### src/sv/grmc_pkg.sv
// Shared types, constants and helper functions for the grid ray march column block.
// Used by grmc_div and grid_ray_march_column; depends on nothing else.
package grmc_pkg;

  localparam int SCREEN_WIDTH  = 120;
  localparam int SCREEN_HEIGHT = 40;
  localparam int MAP_SIZE      = 16;
  localparam int DEPTH_TENTHS  = 160;

  // Angle: 4096 units per turn, quarter turn offsets sine to cosine.
  localparam int ANGLE_QUARTER = 1024;
  localparam int ANGLE_DEN     = 2 * SCREEN_WIDTH;
  localparam int ANGLE_BIAS    = 2 * SCREEN_WIDTH * 4096;

  // March position units: 1/163840 map unit = Q4.12 times 40.
  localparam int POS_SCALE  = 40;
  localparam int CELL_SCALE = 163840;
  localparam int MAP_LIMIT  = MAP_SIZE * CELL_SCALE;
  // CELL_SCALE = 5 << CELL_SHIFT; divide by 5 through a reciprocal.
  localparam int CELL_SHIFT  = 15;
  localparam int RECIP5      = 205;
  localparam int RECIP5_SHIFT = 10;

  localparam int ACC_W   = 24;
  localparam int DIST_W  = 8;
  localparam int CEIL_W  = 10;
  localparam int FLOOR_W = 9;
  localparam int SHADE_W = 3;

  // Shared divider sizing.
  localparam int DIV_NUM_W = 22;
  localparam int DIV_DEN_W = 9;

  // Configuration register indexes.
  localparam logic [2:0] CFG_MAP0  = 3'd0;
  localparam logic [2:0] CFG_MAP1  = 3'd1;
  localparam logic [2:0] CFG_MAP2  = 3'd2;
  localparam logic [2:0] CFG_MAP3  = 3'd3;
  localparam logic [2:0] CFG_PX    = 3'd4;
  localparam logic [2:0] CFG_PY    = 3'd5;
  localparam logic [2:0] CFG_ANGLE = 3'd6;
  localparam logic [2:0] CFG_FOV   = 3'd7;

  // Shade classes.
  localparam logic [SHADE_W-1:0] SHADE_FULL   = 3'd0;
  localparam logic [SHADE_W-1:0] SHADE_DARK   = 3'd1;
  localparam logic [SHADE_W-1:0] SHADE_MEDIUM = 3'd2;
  localparam logic [SHADE_W-1:0] SHADE_LIGHT  = 3'd3;
  localparam logic [SHADE_W-1:0] SHADE_BLANK  = 3'd4;

  typedef enum logic [3:0] {
    ST_IDLE,
    ST_MUL,
    ST_SUM,
    ST_ADIV,
    ST_SIN,
    ST_COS,
    ST_INIT,
    ST_MARCH,
    ST_CDIV,
    ST_CWAIT,
    ST_PUSH
  } state_t;

  typedef struct packed {
    logic                 start;
    logic [DIV_NUM_W-1:0] dividend;
    logic [DIV_DEN_W-1:0] divisor;
  } div_req_t;

  typedef struct packed {
    logic                 done;
    logic [DIV_NUM_W-1:0] quotient;
  } div_rsp_t;

  // Quarter-wave sine table, Q2.14, 64 angle units per entry.
  function automatic logic [14:0] qsine(input logic [4:0] idx);
    logic [14:0] v;
    case (idx)
      5'd0:    v = 15'd0;
      5'd1:    v = 15'd1606;
      5'd2:    v = 15'd3196;
      5'd3:    v = 15'd4756;
      5'd4:    v = 15'd6270;
      5'd5:    v = 15'd7723;
      5'd6:    v = 15'd9102;
      5'd7:    v = 15'd10394;
      5'd8:    v = 15'd11585;
      5'd9:    v = 15'd12665;
      5'd10:   v = 15'd13623;
      5'd11:   v = 15'd14449;
      5'd12:   v = 15'd15137;
      5'd13:   v = 15'd15678;
      5'd14:   v = 15'd16069;
      5'd15:   v = 15'd16305;
      default: v = 15'd16384;
    endcase
    return v;
  endfunction

  // Sine of a 12-bit angle, Q2.14, interpolated and truncated down.
  function automatic logic signed [15:0] sine_q14(input logic [11:0] a);
    logic [1:0]  q;
    logic [10:0] r;
    logic [4:0]  idx;
    logic [5:0]  frac;
    logic [14:0] base;
    logic [14:0] upper;
    logic [16:0] prod;
    logic [14:0] v;
    q = a[11:10];
    r = {1'b0, a[9:0]};
    if (q[0]) begin
      r = 11'(ANGLE_QUARTER) - r;
    end
    idx  = r[10:6];
    frac = r[5:0];
    base  = qsine(idx);
    upper = qsine(5'(idx + 5'd1));
    prod  = 17'(upper - base) * 17'(frac);
    if (idx >= 5'd16) begin
      v = qsine(5'd16);
    end else begin
      v = base + 15'(prod >> 6);
    end
    return q[1] ? -$signed({1'b0, v}) : $signed({1'b0, v});
  endfunction

endpackage

### src/sv/grmc_div.sv
// Shared restoring divider, one quotient bit per cycle.
// Depends on grmc_pkg for the request and response structs and widths.
module grmc_div import grmc_pkg::*; (
  input  logic     clk,
  input  logic     rst_n,
  input  div_req_t req,
  output div_rsp_t rsp
);

  localparam int CNT_W = $clog2(DIV_NUM_W + 1);

  logic                 busy_r, busy_nxt;
  logic                 done_r, done_nxt;
  logic [CNT_W-1:0]     cnt_r, cnt_nxt;
  logic [DIV_DEN_W-1:0] rem_r, rem_nxt;
  logic [DIV_DEN_W-1:0] den_r, den_nxt;
  logic [DIV_NUM_W-1:0] quo_r, quo_nxt;
  logic [DIV_DEN_W:0]   trial;
  logic [DIV_DEN_W:0]   diff;
  logic                 fits;

  assign trial = {rem_r, quo_r[DIV_NUM_W-1]};
  assign fits  = trial >= {1'b0, den_r};
  assign diff  = trial - {1'b0, den_r};

  always_comb begin
    busy_nxt = busy_r;
    done_nxt = 1'b0;
    cnt_nxt  = cnt_r;
    rem_nxt  = rem_r;
    den_nxt  = den_r;
    quo_nxt  = quo_r;
    if (req.start) begin
      busy_nxt = 1'b1;
      cnt_nxt  = CNT_W'(DIV_NUM_W);
      rem_nxt  = '0;
      den_nxt  = req.divisor;
      quo_nxt  = req.dividend;
    end else if (busy_r) begin
      // shift in one dividend bit, subtract when the divisor fits
      quo_nxt = {quo_r[DIV_NUM_W-2:0], fits};
      rem_nxt = fits ? diff[DIV_DEN_W-1:0] : trial[DIV_DEN_W-1:0];
      cnt_nxt = cnt_r - CNT_W'(1);
      if (cnt_r == CNT_W'(1)) begin
        busy_nxt = 1'b0;
        done_nxt = 1'b1;
      end
    end
  end

  always_ff @(posedge clk) begin
    if (!rst_n) begin
      busy_r <= 1'b0;
      done_r <= 1'b0;
      cnt_r  <= '0;
    end else begin
      busy_r <= busy_nxt;
      done_r <= done_nxt;
      cnt_r  <= cnt_nxt;
    end
  end

  always_ff @(posedge clk) begin
    rem_r <= rem_nxt;
    den_r <= den_nxt;
    quo_r <= quo_nxt;
  end

  assign rsp.done     = done_r;
  assign rsp.quotient = quo_r;

endmodule

### src/sv/grid_ray_march_column.sv
// Top level of the grid ray march column block: sequencer, march datapath, config.
// Depends on grmc_pkg and grmc_div.
//
// Usage: write the wall bitmap, player position, heading and field of view on the
// cfg_ channel (index, data, valid/ready; ready is always high) while the block is
// idle. Then send a screen column on the in_ channel; an item is taken when
// in_valid is high and in_stall is low. The block casts that column's ray and
// returns one result item on the out_ channel, taken when out_valid is high and
// out_stall is low.
// Per item the sequencer runs multiply, angle sum, angle division, sine, cosine,
// march setup, march (D steps, 1..160), ceiling division and push, in order. The
// march runs one step a cycle through one accumulator pair; the two divisions
// share one bit-serial divider. in_stall stays high until the item reaches the
// output register. A result waiting under out_stall does not block the next
// item, but a second finished result waits until the first is taken.
// Reset (synchronous, rst_n low) empties the block and loads the register
// defaults: empty map, player at the map center, heading 0, view width 512.
module grid_ray_march_column import grmc_pkg::*; (
  input  logic                      clk,
  input  logic                      rst_n,
  input  logic                      cfg_valid,
  output logic                      cfg_ready,
  input  logic [2:0]                cfg_index,
  input  logic [63:0]               cfg_data,
  input  logic                      in_valid,
  output logic                      in_stall,
  input  logic [6:0]                in_column,
  output logic                      out_valid,
  input  logic                      out_stall,
  output logic [6:0]                out_column_out,
  output logic [DIST_W-1:0]         out_distance_tenths,
  output logic                      out_reached_limit,
  output logic signed [CEIL_W-1:0]  out_ceiling_row,
  output logic [FLOOR_W-1:0]        out_floor_row,
  output logic [SHADE_W-1:0]        out_shade_class
);

  localparam logic signed [ACC_W-1:0] NEG_CELL  = -ACC_W'(CELL_SCALE);
  localparam logic signed [ACC_W-1:0] POS_LIMIT = ACC_W'(MAP_LIMIT);
  localparam int HD_W = 14;

  // configuration
  logic [63:0] map0_r, map1_r, map2_r, map3_r;
  logic [15:0] px_r, py_r;
  logic [11:0] pangle_r, fov_r;
  logic [255:0] wall_map;

  // sequencer and datapath
  state_t                  state_r, state_nxt;
  logic [6:0]              col_r, col_nxt;
  logic [18:0]             prod_r, prod_nxt;
  logic [11:0]             ang_r, ang_nxt;
  logic signed [15:0]      ex_r, ex_nxt, ey_r, ey_nxt;
  logic signed [ACC_W-1:0] accx_r, accx_nxt, accy_r, accy_nxt;
  logic [DIST_W-1:0]       d_r, d_nxt;
  logic                    limit_r, limit_nxt;
  logic                    cneg_r, cneg_nxt;
  logic [CEIL_W-1:0]       ceil_r, ceil_nxt;

  // output register
  logic                    out_valid_r, out_valid_nxt;
  logic [6:0]              ocol_r, ocol_nxt;
  logic [DIST_W-1:0]       odist_r, odist_nxt;
  logic                    olimit_r, olimit_nxt;
  logic [CEIL_W-1:0]       oceil_r, oceil_nxt;
  logic [FLOOR_W-1:0]      ofloor_r, ofloor_nxt;
  logic [SHADE_W-1:0]      oshade_r, oshade_nxt;

  div_req_t div_req;
  div_rsp_t div_rsp;

  logic [22:0]   num;
  logic [21:0]   pos_x40, pos_y40;
  logic          in_map;
  logic [3:0]    cell_x, cell_y;
  logic          wall_hit;
  logic [HD_W-1:0] hd;
  logic [CEIL_W-1:0] cq;
  logic [9:0]    d4;
  logic [9:0]    d3;
  logic [8:0]    d2;
  logic [SHADE_W-1:0] shade;
  logic          push;

  // Map cell of a march position: negatives round toward zero into cell 0.
  function automatic logic [3:0] cell_of(input logic signed [ACC_W-1:0] acc);
    logic [14:0] p;
    p = 15'(acc[CELL_SHIFT+6:CELL_SHIFT]) * 15'(RECIP5);
    return acc[ACC_W-1] ? 4'd0 : p[RECIP5_SHIFT+3:RECIP5_SHIFT];
  endfunction

  grmc_div u_div (
    .clk   (clk),
    .rst_n (rst_n),
    .req   (div_req),
    .rsp   (div_rsp)
  );

  assign cfg_ready = 1'b1;
  assign wall_map  = {map3_r, map2_r, map1_r, map0_r};

  always_ff @(posedge clk) begin
    if (!rst_n) begin
      map0_r   <= '0;
      map1_r   <= '0;
      map2_r   <= '0;
      map3_r   <= '0;
      px_r     <= 16'h8000;
      py_r     <= 16'h8000;
      pangle_r <= '0;
      fov_r    <= 12'd512;
    end else if (cfg_valid) begin
      unique case (cfg_index)
        CFG_MAP0:  map0_r   <= cfg_data;
        CFG_MAP1:  map1_r   <= cfg_data;
        CFG_MAP2:  map2_r   <= cfg_data;
        CFG_MAP3:  map3_r   <= cfg_data;
        CFG_PX:    px_r     <= cfg_data[15:0];
        CFG_PY:    py_r     <= cfg_data[15:0];
        CFG_ANGLE: pangle_r <= cfg_data[11:0];
        CFG_FOV:   fov_r    <= cfg_data[11:0];
        default:   map0_r   <= map0_r;
      endcase
    end
  end

  assign num = 23'(pangle_r) * 23'(ANGLE_DEN) + {3'b0, prod_r, 1'b0}
             + 23'(ANGLE_BIAS) - 23'(fov_r) * 23'(SCREEN_WIDTH);
  assign pos_x40 = 22'(px_r) * 22'(POS_SCALE);
  assign pos_y40 = 22'(py_r) * 22'(POS_SCALE);

  assign in_map = (accx_r > NEG_CELL) && (accx_r < POS_LIMIT)
               && (accy_r > NEG_CELL) && (accy_r < POS_LIMIT);
  assign cell_x   = cell_of(accx_r);
  assign cell_y   = cell_of(accy_r);
  assign wall_hit = wall_map[{cell_x, cell_y}];

  assign hd = HD_W'(d_r) * HD_W'(SCREEN_HEIGHT);
  assign cq = div_rsp.quotient[CEIL_W-1:0];

  assign d4 = {d_r, 2'b00};
  assign d3 = 10'(d_r) * 10'd3;
  assign d2 = {d_r, 1'b0};
  always_comb begin
    if (d4 <= 10'(DEPTH_TENTHS)) begin
      shade = SHADE_FULL;
    end else if (d3 < 10'(DEPTH_TENTHS)) begin
      shade = SHADE_DARK;
    end else if (d2 < 9'(DEPTH_TENTHS)) begin
      shade = SHADE_MEDIUM;
    end else if (d_r < DIST_W'(DEPTH_TENTHS)) begin
      shade = SHADE_LIGHT;
    end else begin
      shade = SHADE_BLANK;
    end
  end

  assign push = (state_r == ST_PUSH) && (!out_valid_r || !out_stall);

  always_comb begin
    state_nxt = state_r;
    col_nxt   = col_r;
    prod_nxt  = prod_r;
    ang_nxt   = ang_r;
    ex_nxt    = ex_r;
    ey_nxt    = ey_r;
    accx_nxt  = accx_r;
    accy_nxt  = accy_r;
    d_nxt     = d_r;
    limit_nxt = limit_r;
    cneg_nxt  = cneg_r;
    ceil_nxt  = ceil_r;
    div_req.start    = 1'b0;
    div_req.dividend = num[DIV_NUM_W-1:0];
    div_req.divisor  = DIV_DEN_W'(ANGLE_DEN);
    unique case (state_r)
      ST_IDLE: begin
        if (in_valid) begin
          col_nxt   = in_column;
          state_nxt = ST_MUL;
        end
      end
      ST_MUL: begin
        prod_nxt  = 19'(col_r) * 19'(fov_r);
        state_nxt = ST_SUM;
      end
      ST_SUM: begin
        div_req.start = 1'b1;
        state_nxt     = ST_ADIV;
      end
      ST_ADIV: begin
        if (div_rsp.done) begin
          // keep the angle modulo one turn
          ang_nxt   = div_rsp.quotient[11:0];
          state_nxt = ST_SIN;
        end
      end
      ST_SIN: begin
        ex_nxt    = sine_q14(ang_r);
        state_nxt = ST_COS;
      end
      ST_COS: begin
        ey_nxt    = sine_q14(12'(ang_r + 12'(ANGLE_QUARTER)));
        state_nxt = ST_INIT;
      end
      ST_INIT: begin
        accx_nxt  = $signed({2'b00, pos_x40}) + {{(ACC_W-16){ex_r[15]}}, ex_r};
        accy_nxt  = $signed({2'b00, pos_y40}) + {{(ACC_W-16){ey_r[15]}}, ey_r};
        d_nxt     = DIST_W'(1);
        state_nxt = ST_MARCH;
      end
      ST_MARCH: begin
        if (!in_map) begin
          d_nxt     = DIST_W'(DEPTH_TENTHS);
          limit_nxt = 1'b1;
          state_nxt = ST_CDIV;
        end else if (wall_hit) begin
          limit_nxt = 1'b0;
          state_nxt = ST_CDIV;
        end else if (d_r == DIST_W'(DEPTH_TENTHS)) begin
          limit_nxt = 1'b1;
          state_nxt = ST_CDIV;
        end else begin
          // advance one tenth along the ray
          d_nxt    = d_r + DIST_W'(1);
          accx_nxt = accx_r + {{(ACC_W-16){ex_r[15]}}, ex_r};
          accy_nxt = accy_r + {{(ACC_W-16){ey_r[15]}}, ey_r};
        end
      end
      ST_CDIV: begin
        // divide the magnitude of H*d - 20H by 2d, sign applied afterward
        cneg_nxt      = hd < HD_W'(20 * SCREEN_HEIGHT);
        div_req.start = 1'b1;
        div_req.divisor = {d_r, 1'b0};
        if (hd < HD_W'(20 * SCREEN_HEIGHT)) begin
          div_req.dividend = DIV_NUM_W'(HD_W'(20 * SCREEN_HEIGHT) - hd);
        end else begin
          div_req.dividend = DIV_NUM_W'(hd - HD_W'(20 * SCREEN_HEIGHT));
        end
        state_nxt = ST_CWAIT;
      end
      ST_CWAIT: begin
        if (div_rsp.done) begin
          ceil_nxt  = cneg_r ? -cq : cq;
          state_nxt = ST_PUSH;
        end
      end
      ST_PUSH: begin
        if (push) begin
          state_nxt = ST_IDLE;
        end
      end
      default: state_nxt = ST_IDLE;
    endcase
  end

  always_comb begin
    out_valid_nxt = out_valid_r;
    ocol_nxt   = ocol_r;
    odist_nxt  = odist_r;
    olimit_nxt = olimit_r;
    oceil_nxt  = oceil_r;
    ofloor_nxt = ofloor_r;
    oshade_nxt = oshade_r;
    if (push) begin
      out_valid_nxt = 1'b1;
      ocol_nxt   = col_r;
      odist_nxt  = d_r;
      olimit_nxt = limit_r;
      oceil_nxt  = ceil_r;
      ofloor_nxt = FLOOR_W'(CEIL_W'(SCREEN_HEIGHT) - ceil_r);
      oshade_nxt = shade;
    end else if (out_valid_r && !out_stall) begin
      out_valid_nxt = 1'b0;
    end
  end

  always_ff @(posedge clk) begin
    if (!rst_n) begin
      state_r     <= ST_IDLE;
      out_valid_r <= 1'b0;
    end else begin
      state_r     <= state_nxt;
      out_valid_r <= out_valid_nxt;
    end
  end

  always_ff @(posedge clk) begin
    col_r    <= col_nxt;
    prod_r   <= prod_nxt;
    ang_r    <= ang_nxt;
    ex_r     <= ex_nxt;
    ey_r     <= ey_nxt;
    accx_r   <= accx_nxt;
    accy_r   <= accy_nxt;
    d_r      <= d_nxt;
    limit_r  <= limit_nxt;
    cneg_r   <= cneg_nxt;
    ceil_r   <= ceil_nxt;
    ocol_r   <= ocol_nxt;
    odist_r  <= odist_nxt;
    olimit_r <= olimit_nxt;
    oceil_r  <= oceil_nxt;
    ofloor_r <= ofloor_nxt;
    oshade_r <= oshade_nxt;
  end

  assign in_stall            = (state_r != ST_IDLE);
  assign out_valid           = out_valid_r;
  assign out_column_out      = ocol_r;
  assign out_distance_tenths = odist_r;
  assign out_reached_limit   = olimit_r;
  assign out_ceiling_row     = $signed(oceil_r);
  assign out_floor_row       = ofloor_r;
  assign out_shade_class     = oshade_r;

  a_div_done_waited: assert property (@(posedge clk) disable iff (!rst_n)
    div_rsp.done |-> (state_r == ST_ADIV || state_r == ST_CWAIT))
    else $error("divider finished while the sequencer was not waiting");

  a_march_range: assert property (@(posedge clk) disable iff (!rst_n)
    state_r == ST_MARCH |-> (d_r >= DIST_W'(1) && d_r <= DIST_W'(DEPTH_TENTHS)))
    else $error("march step count out of range");

  a_rows_sum: assert property (@(posedge clk) disable iff (!rst_n)
    out_valid |-> (CEIL_W'(out_floor_row) + oceil_r == CEIL_W'(SCREEN_HEIGHT)))
    else $error("ceiling and floor rows do not span the screen height");

  a_busy_after_take: assert property (@(posedge clk) disable iff (!rst_n)
    (in_valid && !in_stall) |=> (state_r == ST_MUL && in_stall))
    else $error("accepted item did not start the sequencer");

endmodule
### config.mk
export PLATFORM = sky130hd
export DESIGN_NAME = grid_ray_march_column
export DESIGN_NICKNAME = d
export VERILOG_FILES = /design/src/sv/grmc_pkg.sv /design/src/sv/grmc_div.sv /design/src/sv/grid_ray_march_column.sv
export SDC_FILE = /design/constraint.sdc
export NUM_CORES = 2
export LEC_CHECK = 0
export BUFFER_PORTS_ARGS = -buffer_cell sky130_fd_sc_hd__buf_2
export CELL_PAD_IN_SITES_DETAIL_PLACEMENT = 0
export CELL_PAD_IN_SITES_GLOBAL_PLACEMENT = 1
export CORE_AREA = 2 2 306 308
export DETAILED_ROUTE_END_ITERATION = 8
export DIE_AREA = 0 0 308 310
export GPL_TIMING_DRIVEN = 0
export PLACE_DENSITY = 0.88
export SLEW_MARGIN = 20
export SYNTH_ARGS = -nofsm -noshare
export SYNTH_HDL_FRONTEND = slang
export SYNTH_SLANG_ARGS = --single-unit
### constraint.sdc
create_clock -name clk -period 12.7 [get_ports clk]
set_clock_uncertainty 0.05 [all_clocks]
set_input_delay 3.175 -clock clk [delete_from_list [all_inputs] [get_ports clk]]
set_output_delay 3.175 -clock clk [all_outputs]
set_load 0.02 [all_outputs]
* After elaboration in Yosys (flattened, before gate mapping)
Memory sizes are Yosys's and may differ from the RTL's.
Index checks and enable logic that the tools add are counted.
** Storage, ports and cells
- Flip-flop bits (word level) :: 540
- ROM bits :: 896
- Output and inout port bits :: 41
- Memories :: 4
** Operators by class
- $add $sub $neg :: 25
- $mul :: 11
- Order comparisons :: 13
- Equality and inequality tests :: 30
- Muxes and demuxes :: 62
- Bitwise gates (word level) :: 2
- Reductions and logical operators :: 34
** Memories
- (name not given) :: words 16, width 14, rd ports 1, clocked after memory_dff 0, write ports 0, RTL line grmc_pkg.sv:79 : case (idx)
- (name not given) :: words 16, width 14, rd ports 1, clocked after memory_dff 0, write ports 0, RTL line grmc_pkg.sv:79
- (name not given) :: words 16, width 14, rd ports 1, clocked after memory_dff 0, write ports 0, RTL line grmc_pkg.sv:79
- (name not given) :: words 16, width 14, rd ports 1, clocked after memory_dff 0, write ports 0, RTL line grmc_pkg.sv:79
** Operator list (count)
- $mux W15 :: 14
- $mux W24 :: 6
- $pmux W24 S2 :: 2
- $mux W22 :: 3
- $add A23 B16 Y24 :: 2
- $add A24 B24 Y24 :: 2
- $gt A24 B19 Y1 const B :: 2
- $lt A24 B23 Y1 const B :: 2
- $mux W11 :: 4
- $pmux W4 S11 :: 1
- $mul A16 B3 Y19 const B :: 2
- $mux W4 :: 9
- $mul A17 B6 Y17 :: 2
- $mul A12 B4 Y16 const B :: 2
- $neg A15 Y16 :: 2
- $sub A15 B15 Y16 :: 2
- $mux W31 :: 1
- $add A15 B11 Y15 :: 2
- $mul A7 B8 Y14 const B :: 2
- $mux W8 :: 3
- $reduce_and A2 Y1 :: 12
- $add A21 B20 Y22 const B :: 1
- $sub A11 B10 Y11 const A :: 2
- $sub A22 B19 Y22 :: 1
- other kinds (56) :: 96

* Depth between registers and ports, before layout
An unclocked memory read counts as a cell.
- Depth after elaboration :: 15
- Depth in mapped cells :: 54
- Gate-level depth less buffers :: 48

* Hierarchy
A second synthesis with hierarchy kept.
** Unflattened totals
- Cells, all modules :: 5519
- Area, all modules :: 46798.6 µm²
** Modules (own cells, without submodules)
- grid_ray_march_column :: instances 1, cells each 5323, area an instance 44473.9 µm², sequential area each 11601.1 µm²
- grmc_div :: instances 1, cells each 196, area an instance 2324.7 µm², sequential area each 1251.2 µm²

* Least setup slack after synthesis
No wires, ideal clock.
- Path type :: reg-to-reg
- From :: reg ang_r[0]
- To :: reg ey_r[14] (data pin)
- Setup time :: 0.258 ns
- Arrival :: 11.040 ns
- Slack :: 1.352 ns
- Stages on the path, launching flop included :: 48
- Clock period less this slack :: 11.348 ns
- Path through :: edfxtp_1 inv_1 clkbuf_1 buf_1 ha_1 or3b_1 or3_1 buf_2 o31ai_4 xor2_2 inv_2 clkbuf_1 clkbuf_1 ha_1 clkbuf_1 nor3_1 a311oi_1 ha_1 [... 12 more ...] o21a_1 o21a_1 o21a_1 o21a_1 o41a_1 a41oi_1 inv_1 o21ai_0 nand2b_1 a21oi_1 xnor3_1 ha_1 o41ai_1 xnor2_1 nand2_1 and4b_1 a31oi_1 xnor2_1
** On the way
- Longest elaborated chain between the ends :: 15
- Elaborated cells between the ends (all ways) :: 19
** Ends and longest elaborated chain
- start: declaration :: RTL line grid_ray_march_column.sv:52 : logic [11:0] ang_r, ang_nxt;
- start signal: assignment :: RTL line grid_ray_march_column.sv:291 : ang_r <= ang_nxt;
- $add A12 B11 Y12 (*) :: RTL line grid_ray_march_column.sv:203 : ey_nxt = sine_q14(12'(ang_r + 12'(ANGLE_QUARTER)));
- $sub A11 B10 Y11 :: RTL line grmc_pkg.sv:114 : r = 11'(ANGLE_QUARTER) - r;
- $mux W11 :: RTL line grmc_pkg.sv:113 : if (q[0]) begin
- $mux W11 :: RTL line grid_ray_march_column.sv:176 : unique case (state_r)
- $add A5 B1 Y5 :: RTL line grmc_pkg.sv:119 : upper = qsine(5'(idx + 5'd1));
- $mem_v2 Z16 W14
- $mux W15 :: RTL line grmc_pkg.sv:79
- $mux W15 :: RTL line grid_ray_march_column.sv:176
- $sub A15 B15 Y16 :: RTL line grmc_pkg.sv:120 : prod = 17'(upper - base) * 17'(frac);
- $mul A17 B6 Y17 :: RTL line grmc_pkg.sv:120
- $add A15 B11 Y15 :: RTL line grmc_pkg.sv:124 : v = base + 15'(prod >> 6);
- $mux W15 :: RTL line grmc_pkg.sv:121 : if (idx >= 5'd16) begin
- $mux W15 :: RTL line grid_ray_march_column.sv:176
- $neg A15 Y16 :: RTL line grmc_pkg.sv:126 : return q[1] ? -$signed({1'b0, v}) : $signed({1'b0, v});
- $mux W15 (*) :: RTL line grmc_pkg.sv:126
- end signal: assignment :: RTL line grid_ray_march_column.sv:293 : ey_r <= ey_nxt;
- end: declaration :: RTL line grid_ray_march_column.sv:53 : logic signed [15:0] ex_r, ex_nxt, ey_r, ey_nxt;
Mark *: on every way between the ends. The rest lies on a longest branch, timed or not. The select of a mux whose other input is x is not followed.
A chain may end at the register's enable or synchronous reset.

* Worst setup path after layout
- From :: reg ang_r[0]
- To :: reg ex_r[15] (data pin)
** On the way
- Longest elaborated chain between the ends :: 13
- Elaborated cells between the ends (all ways) :: 17
** Ends and longest elaborated chain
- $sub A11 B10 Y11 :: RTL line grmc_pkg.sv:114
- $mux W11 (*) :: RTL line grmc_pkg.sv:113
- $mux W11 (*) :: RTL line grid_ray_march_column.sv:176
- $add A5 B1 Y5 :: RTL line grmc_pkg.sv:119
- $mem_v2 Z16 W14
- $mux W15 :: RTL line grmc_pkg.sv:79
- $mux W15 :: RTL line grid_ray_march_column.sv:176
- $sub A15 B15 Y16 :: RTL line grmc_pkg.sv:120
- $mul A17 B6 Y17 :: RTL line grmc_pkg.sv:120
- $add A15 B11 Y15 :: RTL line grmc_pkg.sv:124
- $mux W15 (*) :: RTL line grmc_pkg.sv:121
- $mux W15 (*) :: RTL line grid_ray_march_column.sv:176
- $neg A15 Y16 (*) :: RTL line grmc_pkg.sv:126
- end signal: assignment :: RTL line grid_ray_march_column.sv:292 : ex_r <= ex_nxt;
- end: declaration :: RTL line grid_ray_march_column.sv:53
Marks and branches as above.

==> flow_metrics.tcl <==
set metrics [dict create \
    ir_drop_mv 0.1505 \
    grt_usage_pct 28.07 \
    synth_fp_nets 6203 \
    synth_xor_area_share_pct 5.938 \
    end_kind "flip-flop" \
    layout.cells.non_filler 6865 \
    cts_hold_buf 0 \
    drive_gt1_share_pct 6.746 \
    synthMuxAreaShare_pct 1.299 \
    r2r_slack_ns 0.73 \
    yosys_warnings 0 \
    period_share_pct 94.26 \
    place_ws_ns -1.117 \
    viasPerCell 5.761 \
    fin_area_um2 50770 \
    status "finished, final reports clean" \
    wl_met3_um 11550 \
    grt_pass1_wl_um 209900 \
    port_buffers 103 \
    async_reset_ff_share_pct 0 \
    path_common_cell "nor2_1" \
    cts_buffers 66 \
    synth_top_family_by_area "adder cells" \
    synth_adder_area_share_pct 22.87 \
    slew_headroom_pct 15.88 \
    timing.final.hold_violations 0 \
    h-tree-depth 3 \
    core_area_um2 92490 \
    synth-simple-area-share_pct 18.40 \
    clock-sinks 538 \
    hp-class "reg2reg" \
    finalSetupViolCount 0 \
    required_ns 13.00 \
    synth_commonest_cells "nand2_1 (1016), ha_1 (467), inv_1 (437)" \
    pin_count 120 \
    clk_pin_slew_worst_paths_ns 0.06 \
    cpLargestDelayFamily "simple AND/OR/NAND/NOR gates" \
    grt_pass1_vias 36850 \
    path_buf_inv 10 \
    clock_latency_ns 0.65 \
    yosysTopAreaCellShare_pct 14.54 \
    synth_area_per_cell_um2 8.452 \
    ys_seq_area_share_pct 27.96 \
    root_buffer "clkbuf_16" \
    dieArea_um2 95480 \
    placed_cells 6734 \
    arrival_ns 12.27 \
    synth_ff_type "dfxtp_1" \
    top_layer_used "met5" \
    fin_crit_ns 11.97 \
    syn_inst 5425 \
    final_util_pct 54.90 \
    cp_max_fo 10 \
    synth-compound-area-share_pct 17.65 \
    worst_pin_slew_ns 1.262 \
    synth_area_leaders "dfxtp_1 (15%), edfxtp_1 (13%), ha_1 (13%), fa_1 (10%), nand2_1 (8.3%)" \
    drt_iter0_drc 3538 \
    p_per_area_nw_per_um2 122.3 \
    clockBufferDepth 3 \
    synth.distinct_cells 92 \
    routed-via-count 39550 \
    critical-path-max-stage-delay_ns 0.53 \
    finish.net_count 6392 \
    synth_area_um2 45850 \
    initial_core_util_pct 49.58 \
    p_leak_uw 0.02171 \
    gr-total-overflow 0 \
    synth_area_leader_cell "dfxtp_1" \
    syn_to_final_growth_pct 10.73 \
    timing.fmax_ghz 0.08353 \
    post-synth-top-count-cell "nand2_1" \
    drc 0 \
    firstDrtPassIters 6 \
    synth_edf_count 205 \
    final.setup.worst_slack_ns 0.7285 \
    core.rowCount 112 \
    grt_max_degree 49 \
    drv_cap 0 \
    die-height_um 310 \
    wl_per_cell_um 19.83 \
    met2_length_um 60210 \
    gp_congestion 0.9985 \
    hpwl_um 102700 \
    crit_path_top_delay_cell "edfxtp_1" \
    antenna_found_initial 5 \
    worstSetupPathType "reg2reg" \
    cts_tree "built" \
    routed_wirelength_um 136200 \
    ant_nets 0 \
    slew_viol_final 0 \
    synth-seq-cells 538 \
    place_area_um2 48050 \
    cp-start-kind "flip-flop" \
    wl_met1_um 60750 \
    fp.dieW_um 308 \
]
[metrics by stage]
stage          hold slack [ns]  setup TNS, ns  total power (uW)
6_report                0.3830              0              6208
5_1_grt                 0.3993       -0.02142              6484
4_1_cts                 0.3768              0              6173
3_5_place_dp            0.3610         -9.368              4172
3_3_place_gp            0.3607         -7.055              4134
2_1_floorplan           0.3503              0              3512
[cell usage in the layout (no fill, tap or decap), types with 200 or more instances in the layout]
cell type,netlist,layout
ha_1,467,465
nor2_1,401,394
inv_1,437,437
nand2_1,1016,1016
a21oi_1,252,246
a21boi_0,338,338
edfxtp_1,205,205
clkbuf_1,206,210
fa_1,232,232
dfxtp_1,333,333
o21ai_0,201,200
[registers in the layout (all words and copies together), names as in the netlist, 9 cells and up]
register,cells
map0_r,64
map1_r,64
pangle_r,12
u_div.rem_r,9
ey_r,16
out_ceiling_row,10
fov_r,12
accy_r,24
ang_r,12
prod_r,19
map2_r,64
u_div.quo_r,22
px_r,16
py_r,16
ex_r,16
accx_r,24
map3_r,64
ceil_r,10
[final timing paths]
kind                        from                            to  depth (start not counted)
max           ang_r[0]$_DFFE_PP_        ex_r[15]$_SDFFCE_PN0P_                         47
min          ceil_r[9]$_DFFE_PP_  out_ceiling_row[9]$_DFFE_PP_                          0
min reg2reg  ceil_r[9]$_DFFE_PP_  out_ceiling_row[9]$_DFFE_PP_                          0
max reg2reg   ang_r[0]$_DFFE_PP_        ex_r[15]$_SDFFCE_PN0P_                         47
[cell families after synthesis]
family,Yosys count
compound gates,1202
xor+xnor,306
fa+ha+maj,699
buf+inv,695
flops,538
mux,53
other cells,1
simple gates,1931
[layer usage]
| metal | global-route usage, % | vias up |
|---|---|---|
| met5 | 0 | - |
| met4 | 7.453 | 4 |
| met3 | 5.306 | 250 |
| met2 | 43.98 | 1446 |
| met1 | 39.71 | 18990 |
| li1 | - | 18870 |
[layout make-up]
type	count	area, um^2
multi-input combinational	4192	30750
tap	1197	1498
timing repair buffer	123	715.7
inverter	442	1659
sequential	538	12820
fill	8546	41720
clock inverter	24	336.6
antenna	5	12.51
clock buffer	93	1928
buffer	251	1046
[worst register-to-register path: cells and delay by family, from the launching register on]
family / cells / cell delay [ns]
and+or+nand+nor: 15 / 3.40
buffers and inverters: 10 / 1.86
DFF: 1 / 0.53
AOI/OAI and AO/OA: 11 / 2.12
xor gates and xnor gates: 3 / 0.86
adders and majority gates: 8 / 2.87
[report_power, final]
| group | total [uW] | internal, uW | switching [uW] | leakage (uW) |
|---|---|---|---|---|
| clock | 2000 | 1180 | 825 | 0.00111 |
| combinational | 2100 | 773 | 1330 | 0.0161 |
| sequential | 2100 | 1980 | 124 | 0.00455 |
| total | 6210 | 3930 | 2280 | 0.0217 |
[repair_timing]
item	4_1_cts	5_1_grt
setup endpoints to repair	14	15
setup buffers	0	11
gates resized for setup	20	58
pin swaps	0	5
Note: power is estimated with default switching activity, not from simulation.
